File: src/sv/fpa_pkg.sv
package fpa_pkg;
    localparam int CMD_W = 4;
    localparam int OPND_W = 32;
    localparam int WORD_BITS = 32;

    localparam logic [CMD_W-1:0] CMD_ADD = 4'd0;
    localparam logic [CMD_W-1:0] CMD_SUB = 4'd1;
    localparam logic [CMD_W-1:0] CMD_MUL = 4'd2;
    localparam logic [CMD_W-1:0] CMD_DIV = 4'd3;
    localparam logic [CMD_W-1:0] CMD_MIN = 4'd4;
    localparam logic [CMD_W-1:0] CMD_MAX = 4'd5;
    localparam logic [CMD_W-1:0] CMD_INC = 4'd6;
    localparam logic [CMD_W-1:0] CMD_DEC = 4'd7;
    localparam logic [CMD_W-1:0] CMD_TO_INT = 4'd8;
    localparam logic [CMD_W-1:0] CMD_FROM_INT = 4'd9;
    localparam logic [CMD_W-1:0] CMD_SIGN = 4'd10;

    typedef struct packed {
        logic [OPND_W-1:0] value;
        logic              less;
        logic              equal;
        logic              greater;
        logic              dbz;
        logic              ovf;
    } res_t;
endpackage

File: src/sv/fpa_div_cell.sv
module fpa_div_cell #(
    parameter int NW = 64,
    parameter int DW = 33,
    parameter int QW = 64
) (
    input  logic          clk,
    input  logic          rst_n,
    input  logic          in_valid,
    input  logic          stall,
    input  logic [NW-1:0] in_num,
    input  logic [DW-1:0] in_rem,
    input  logic [QW-1:0] in_quo,
    input  logic [DW-1:0] in_den,
    input  fpa_pkg::res_t in_side,
    input  logic          in_neg,
    input  logic          in_isdiv,
    output logic          out_valid,
    output logic [NW-1:0] out_num,
    output logic [DW-1:0] out_rem,
    output logic [QW-1:0] out_quo,
    output logic [DW-1:0] out_den,
    output fpa_pkg::res_t out_side,
    output logic          out_neg,
    output logic          out_isdiv
);
    import fpa_pkg::*;

    logic [DW:0]   trial;
    logic [DW:0]   diff;
    logic          take;
    logic          valid_reg;
    logic [NW-1:0] num_reg;
    logic [DW-1:0] rem_reg;
    logic [QW-1:0] quo_reg;
    logic [DW-1:0] den_reg;
    res_t          side_reg;
    logic          neg_reg;
    logic          isdiv_reg;

    assign trial = {in_rem, in_num[NW-1]};
    assign diff  = trial - {1'b0, in_den};
    assign take  = !diff[DW];

    always_ff @(posedge clk or negedge rst_n)
    begin
        if (!rst_n)
        begin
            valid_reg <= 1'b0;
        end
        else if (!stall)
        begin
            valid_reg <= in_valid;
        end
    end

    always_ff @(posedge clk)
    begin
        if (!stall)
        begin
            num_reg   <= {in_num[NW-2:0], 1'b0};
            rem_reg   <= take ? diff[DW-1:0] : trial[DW-1:0];
            quo_reg   <= {in_quo[QW-2:0], take};
            den_reg   <= in_den;
            side_reg  <= in_side;
            neg_reg   <= in_neg;
            isdiv_reg <= in_isdiv;
        end
    end

    assign out_valid = valid_reg;
    assign out_num   = num_reg;
    assign out_rem   = rem_reg;
    assign out_quo   = quo_reg;
    assign out_den   = den_reg;
    assign out_side  = side_reg;
    assign out_neg   = neg_reg;
    assign out_isdiv = isdiv_reg;
endmodule

File: config.mk
export PLATFORM = sky130hd
export DESIGN_NAME = fpa_div_cell
export DESIGN_NICKNAME = d
export VERILOG_FILES = /design/src/sv/fpa_pkg.sv /design/src/sv/fpa_div_cell.sv
export SDC_FILE = /design/constraint.sdc
export NUM_CORES = 1
export LEC_CHECK = 0
export ABC_CLOCK_PERIOD_IN_PS = 1920
export BUFFER_PORTS_ARGS = -buffer_cell sky130_fd_sc_hd__buf_2
export CAP_MARGIN = 30
export CORE_AREA = 2 2 181 183
export DETAILED_ROUTE_END_ITERATION = 10
export DIE_AREA = 0 0 183 185
export GPL_ROUTABILITY_DRIVEN = 0
export RECOVER_POWER = 25
export SYNTH_ARGS = -nofsm -noshare
export SYNTH_HDL_FRONTEND = slang
export SYNTH_SLANG_ARGS = --single-unit
export TNS_END_PERCENT = 5
File: constraint.sdc
create_clock -name clk -period 1.92 [get_ports clk]
set_clock_uncertainty 0.15 [all_clocks]
set_input_delay 0.384 -clock clk [delete_from_list [all_inputs] [get_ports clk]]
set_output_delay 0.384 -clock clk [all_outputs]
set_load 0.1 [all_outputs]
# After elaboration in Yosys (flattened, before gate mapping)
# Cells that the tools add are included.
word_totals:
  latchBits: 0
  ramBits: 0
  regBits: 233
  romBits: 0
  out_inout_bits: 234
  word_cells: 16
  inputBits: 237
  n_memories: 0
op_classes:
  reduce_logical: 1
  n_div: 0
  eq_ne: 0
  shifts: 0
  multipliers: 0
  mux: 1
  add_sub_neg: 1
  magnitude_cmp: 0
  n_bitwise: 0
ops:
  columns: ["operator", "count"]
  rows:
  - ["$sub A34 B33 Y34", 1]
  - ["$mux W33", 1]
  - ["$logic_not A1 Y1", 1]

# Logic depth before layout (Yosys ltp)
# Gate-level depths: netlist (run 1).
logic_depth:
  ltp_word: 2
  ltp_mapped: 12
  depth_no_buf: 11

# Worst setup path before layout (run 1)
# Ideal clock, no wire load.
synth_timing:
  path_kind: "in2reg"
  start: "input stall"
  end: "register den_reg[0] (netlist: out_den[0]), enable pin"
  t_arrival_ns: 4.853
  setup_time_ns: 0.582
  slack_ns: -3.665
  required_time_ns: 1.188
  cell_stages: 1
  cell_sequence: "inv_1"
synth_lines:
  columns: ["element", "line_no", "source"]
  rows:
  - ["from (decl)", "fpa_div_cell.sv:9", "input logic stall,"]
  - ["to (signal assigned)", "fpa_div_cell.sv:63", "den_reg <= in_den;"]
  - ["to (decl)", "fpa_div_cell.sv:35", "logic [DW-1:0] den_reg;"]
# No word-level cell between the ends.

# Worst setup path after layout (run 1)
layout_timing:
  start: "input in_den[3]"
  end: "register rem_reg[20] (netlist: out_rem[20]), data pin"
layout_between:
  elab_chain_cells: 2
layout_lines:
  columns: ["element", "line_no", "source"]
  rows:
  - ["from (decl)", "fpa_div_cell.sv:13", "input logic [DW-1:0] in_den,"]
  - ["$sub A34 B33 Y34", "fpa_div_cell.sv:41", "assign diff = trial - {1'b0, in_den};"]
  - ["$mux W33", "fpa_div_cell.sv:61", "rem_reg <= take ? diff[DW-1:0] : trial[DW-1:0];"]
  - ["to (signal assigned)", "fpa_div_cell.sv:61", null]
  - ["to (decl)", "fpa_div_cell.sv:33", "logic [DW-1:0] rem_reg;"]
# No other way between the ends.
# A chain may end at the register's enable or synchronous reset.

==> flow_summary.ini, run 1 <==
[critical_path]
slowest_stage = a211o_1
slowest_delay_ps = 310
cp_cell_sequence = buf_6 -> inv_4 -> ha_4 -> o21a_1 -> o31a_1 -> o21ai_2 -> a211o_1 -> a211o_1 -> o2111a_1 -> nor3_4 -> buf_6 -> buf_4 -> buf_12 -> mux2_4
timing.critical_path.required_ps = 2060
worstPathArrival_ps = 2980
cp-end-kind = flip-flop
setup.worst_path.start_class = primary input
cp_max_fo = 5
reg2reg_slack_ps = 450
reg2reg_to = out_valid
worst-setup-path-type = primary input to flip-flop
r2r-start = out_valid
rr_worst_depth = 2

[clocking]
cts_tree = yes
clk_pin_slew_ps = 60
clkLatencyLatePin_ps = 540
clk_path_buf_depth = 3
cts.sinks = 233
h-tree-depth = 1
root_buffer = clkbuf_16
numCtsBuffers = 27

[pwr]
leakagePower_nw = 7.49
ir_worst_vdd_mv = 0.717
cellPowerDensity_nw_per_um2 = 1040

[timing]
fin_ws_ps = -925
setup_viol = 34
maxSlewHeadroom = 0.277
rsz0062_at_grt = yes
finalCriticalPeriod_ps = 2840
timing.final.crit_share = 1.48
finalHoldViolCount = 0
clock.fmax_mhz = 352
worstMarginPinSlew_ps = 1080
fin_setup_tns_ps = -29380
finalMaxSlewViolations = 0

[detailed_routing]
vias_per_cell = 4.57
drtPass1Iterations = 5
postRouteAntennaNets = 0
num_vias = 8402
route.detailed.wl_per_inst_um = 20.7
wl_um = 38000
drc = 0
drtIter0Drc = 450

[final_layout]
nNetsFinal = 1680
syn2layout_area_growth_pct = 79.8
drive_gt1_frac = 0.509
n_fill_cell = 2733

[logic_synthesis]
synthArstFlopShare = 0.00429
synth.net_count = 835
synth_top_area_cell = edfxtp_1
synth_top_cell_area_share = 0.738
synth_most_common_cell = edfxtp_1
synth_warnings = 0
synth_edf_count = 232
synth.area.top_cells = edfxtp_1, ha_1, mux2_4
netlist_area_um2 = 9440
synth.avg_cell_area_um2 = 16.7
ys_ff_latch = 233
synthTopCellsByCount = edfxtp_1, inv_1, ha_1
synth_cells = 564
synth.distinct_cells = 54
yosysSeqAreaShare = 0.740
synth_ff_type = edfxtp_1

[die]
die_x_um = 183
core_area_um2 = 32000
rows = 66
start_util = 0.295
io-pin-count = 471
die_area_um2 = 33900
die_y_um = 185

[grt]
grt_overflow_total = 0
antenna_found_initial = 4
grt_pass1_wl_um = 53300
track_usage = 0.211
grt_start_max_net_pins = 39
grt_pass1_vias = 8730

[placement]
io_buffer_count = 468
post-place-ws_ps = -1650
hpwl_um = 26300

[min_path]
min-delay-path-class = primary input to flip-flop
holdCritStartpoint = in_rem[21]
hold_end = out_rem[22]
whs_path_depth = 2

[status]
violations = setup timing
status = finished with violations

[job]
max-cap-violations = 0
[report_power, final]
| group | leakage, nW | internal [mW] | switching (mW) |
|---|---|---|---|
| Clock | 0.414 | 2.97 | 2.08 |
| Sequential | 2.28 | 6.14 | 0.133 |
| Combinational | 4.79 | 1.74 | 4.58 |
| Total | 7.49 | 10.9 | 6.80 |
[cells by family (layout without fill, tap and decap cells)]
| group | after synthesis | in the layout | share of synthesized area |
|---|---|---|---|
| flip-flops | 233 | 233 | 0.740 |
| AO/OA/AOI/OAI | 103 | 103 | 0.0717 |
| AND/OR/NAND/NOR | 71 | 71 | 0.0386 |
| buffers and inverters | 58 | 921 | 0.0268 |
| multiplexers | 35 | 35 | 0.0494 |
| adder cells (fa/ha/maj) | 34 | 34 | 0.0458 |
| XOR/XNOR | 29 | 29 | 0.0269 |
| other | 1 | 3 | 0.000397 |
[state kept, by name, summed over array words and instances, names as in the netlist]
name / flops
out_num: 63
out_quo: 64
out_den: 33
out_rem: 33
out_side: 37
out_neg: 1
out_isdiv: 1
out_valid: 1
[through the flow]
stage          utilization  area (µm²)  hold WS [ps]  instances  power (mW)
3_5_place_dp         0.414       13300          9.97       1553        11.9
2_1_floorplan            -        9450         -61.6        564        10.6
6_report             0.530       17000          26.4       1837        17.7
4_1_cts              0.523       16800         0.294       1828        17.6
5_1_grt              0.530       17000          12.3       1836        18.2
3_3_place_gp         0.414       13300          9.70       1553        11.9
[worst max-delay path by stage]
stage                from           to  slack, ps  cells after the start
6_report        in_den[3]  out_rem[20]       -920                     14
5_1_grt        in_den[13]   out_rem[6]      -1010                     15
2_1_floorplan       stall   out_den[0]      -2400                      1
4_1_cts         in_rem[0]   out_rem[6]       -930                     13
3_3_place_gp   in_den[17]  out_rem[31]      -1670                     13
3_5_place_dp   in_den[17]  out_rem[31]      -1650                     13
[per-layer routing]
| layer | routed length (µm) | global-route usage | vias to the layer above |
|---|---|---|---|
| li1 | - | - | 3861 |
| met1 | 14700 | 0.247 | 4045 |
| met2 | 18800 | 0.371 | 389 |
| met3 | 2510 | 0.0501 | 101 |
| met4 | 2040 | 0.0928 | 6 |
| met5 | 35 | 0 | - |
[critical path, delay by kind of cell]
| kind | cells | cell delay [ps] |
|---|---|---|
| fa+ha+maj | 1 | 250 |
| simple gates | 1 | 230 |
| mux | 1 | 290 |
| compound gates | 6 | 1320 |
| buf+inv | 5 | 500 |
[cells in the final DEF (no fill, tap or decap), drive strengths merged, types with 5 or more instances in the layout]
cell,Yosys,routed
buf,5,597
edfxtp,232,232
dlygate4sd3,0,213
clkbuf,8,51
inv,45,45
ha,33,33
mux2,30,30
a21oi,26,26
o21ai,23,23
nand2,19,19
xnor2,16,16
nor2,15,15
xor2,13,13
clkinv,0,10
a21o,9,9
nand3,8,8
a31oi,7,7
nand4,6,6
a211oi,6,6
o21a,5,5
mux2i,5,5
nor3,5,5
[layout make-up]
cell class / count / area [µm²] / share of cell area
timing repair buffer: 829 / 5890 / 0.347
multi-input combinational: 273 / 2550 / 0.150
tap: 408 / 510 / 0.0301
sequential: 233 / 6990 / 0.412
inverter: 45 / 180 / 0.0106
clock buffer: 32 / 694 / 0.0409
clock inverter: 15 / 159 / 0.00936
antenna: 2 / 5.00 / 0.000295
[what timing repair did]
item,in CTS,in global routing
endpoints found under the setup margin,38,46
gates resized for setup,65,53
gates cloned,3,0
buffers inserted,12,7
hold endpoints to repair,211,0
pin swaps,17,24
hold buffers,213,0
No activity file was read; power rests on OpenSTA's default activity.
==> run 2: changes to the inputs <==
--- a/config.mk
+++ b/config.mk
@@ -12,7 +12,9 @@
 export DETAILED_ROUTE_END_ITERATION = 10
 export DIE_AREA = 0 0 183 185
 export GPL_ROUTABILITY_DRIVEN = 0
+export PLACE_DENSITY = 0.53
 export RECOVER_POWER = 25
+export SLEW_MARGIN = 20
 export SYNTH_ARGS = -nofsm -noshare
 export SYNTH_HDL_FRONTEND = slang
 export SYNTH_SLANG_ARGS = --single-unit
==> flow_summary.ini, run 2 (synthesis gave the netlist of run 1 again) <==
[status]
status = finished with violations
violations = setup timing

[detailed_routing]
num_vias = 8154
drtPass1Iterations = 4
drc = 0
drtIter0Drc = 375
vias_per_cell = 4.46
postRouteAntennaNets = 0
route.detailed.wl_per_inst_um = 19.8
wl_um = 36300

[clocking]
cts_tree = yes
cts.sinks = 233
clkLatencyLatePin_ps = 550
h-tree-depth = 1
numCtsBuffers = 27
clk_path_buf_depth = 3
clk_pin_slew_ps = 60
root_buffer = clkbuf_16

[grt]
grt_start_max_net_pins = 75
grt_pass1_vias = 8384
grt_pass1_wl_um = 51200
antenna_found_initial = 4
track_usage = 0.202
grt_overflow_total = 0

[placement]
place_inst = 1552
io_buffer_count = 468
hpwl_um = 26000
place_area_um2 = 13300

[final_layout]
drive_gt1_frac = 0.494
final_cell_mix = buf_2, edfxtp_1, dlygate4sd3_1, buf_4, inv_1
n_fill_cell = 2726
largest_reg_flops = 64
final_common_cell = buf_2
syn2layout_area_growth_pct = 78.5
design_area_um2 = 16900
nNetsFinal = 1669
fin_cells = 1830

[timing]
fin_ws_ps = -842
finalHoldViolCount = 0
worstMarginPinSlew_ps = 772
finalCriticalPeriod_ps = 2760
maxSlewHeadroom = 0.485
clock.fmax_mhz = 362
finalMaxSlewViolations = 0
timing.final.crit_share = 1.44
setup_viol = 34
rsz0062_at_grt = yes

[pwr]
cellPowerDensity_nw_per_um2 = 1060
ir_worst_vdd_mv = 0.697
leakagePower_nw = 7.39

[critical_path]
worst-setup-path-type = primary input to flip-flop
reg2reg_slack_ps = 420
reg2reg_to = out_valid
rr_worst_depth = 2
slowest_delay_ps = 330
slowest_stage = a211o_1
setup.worst_path.start_class = primary input
cp-end-kind = flip-flop
crit_buf_inv = 4
cp_cell_sequence = buf_8 -> inv_4 -> ha_4 -> a41oi_2 -> nor2_2 -> a31oi_4 -> a211o_1 -> a211o_1 -> o2111a_1 -> nor3_4 -> buf_6 -> buf_12 -> mux2_4
r2r-start = out_valid
crit_top_cell = a211o_1
startpoint = in_den[7]
cpLargestDelayFamily = compound AO/OA/AOI/OAI gates
timing.critical_path.required_ps = 2050
worstPathArrival_ps = 2890
cp_max_fo = 6

[min_path]
hold_end = out_rem[30]
whs_path_depth = 2
holdCritStartpoint = in_rem[29]
min-delay-path-class = primary input to flip-flop

[die]
die_y_um = 185
start_util = 0.295
io-pin-count = 471
die_area_um2 = 33900
die_x_um = 183
core_area_um2 = 32000
rows = 66

[job]
max-cap-violations = 0
[run 2: cell count changes in the layout (fill, tap and decap cells not counted), sizes merged]
| cell | change |
|---|---|
| buf | -20 |
| bufinv | +1 |
| clkbuf | +6 |
| clkinv | +4 |
| diode | +1 |
| dlygate4sd3 | +1 |
[run 2: timing repair]
item,4_1_cts,5_1_grt
gates resized for setup,79,30
cloned,2,0
buffers inserted,5,4
setup endpoints to repair,46,39
pin swaps,20,17
hold endpoints to repair,212,0
hold buffers,214,0
[run 2: stage by stage]
step | setup WS, ps | utilization | TNS [ps] | hold WS [ps] | power [mW]
3_3_place_gp | -1600 | 0.414 | -50250 | 9.63 | 11.9
6_report | -842 | 0.526 | -27450 | 25.8 | 17.8
5_1_grt | -903 | 0.526 | -29610 | 4.03 | 18.4
2_1_floorplan | -2400 | - | -601250 | -61.6 | 10.6
3_5_place_dp | -1670 | 0.414 | -52310 | 9.72 | 11.9
4_1_cts | -790 | 0.523 | -25130 | 1.17 | 17.9
[run 2: worst register-to-register path: cells and delay by family (launching register included)]
kind	cells	cell delay (ps)
multiplexers	1	270
flip-flops	1	370
buffers and inverters	1	580
[run 2: final cells by class]
type,instances,area [µm²],area share
multi-input cells,273,2490,0.148
diodes,3,7.51,0.000445
flip-flops and latches,233,6990,0.415
clock inverters,20,239,0.0142
repair buffers,818,5760,0.341
inverters,45,175,0.0104
clock buffers,30,687,0.0408
well taps,408,510,0.0303
[run 2: how the worst max path moves through the flow]
stage	to	slack [ps]	depth (start not counted)
final	out_rem[20]	-840	13
after global routing	out_rem[19]	-900	13
after CTS	out_rem[27]	-790	12
after detailed placement	out_rem[30]	-1670	11
after global placement	out_rem[30]	-1600	11
after floorplan	out_den[0]	-2400	1
[run 2: routing by layer]
layer / wire, µm / vias to the layer above / track usage
li1: - / 3844 / -
met1: 14400 / 3948 / 0.243
met2: 18400 / 314 / 0.367
met4: 826 / 2 / 0.0490
met3: 2660 / 46 / 0.0454
met5: 11 / - / 0
[run 2: report_power, final]
group	internal [mW]	total, mW	switching, mW
clock network	3.15	5.38	2.22
registers	6.14	6.26	0.119
logic	1.65	6.18	4.52
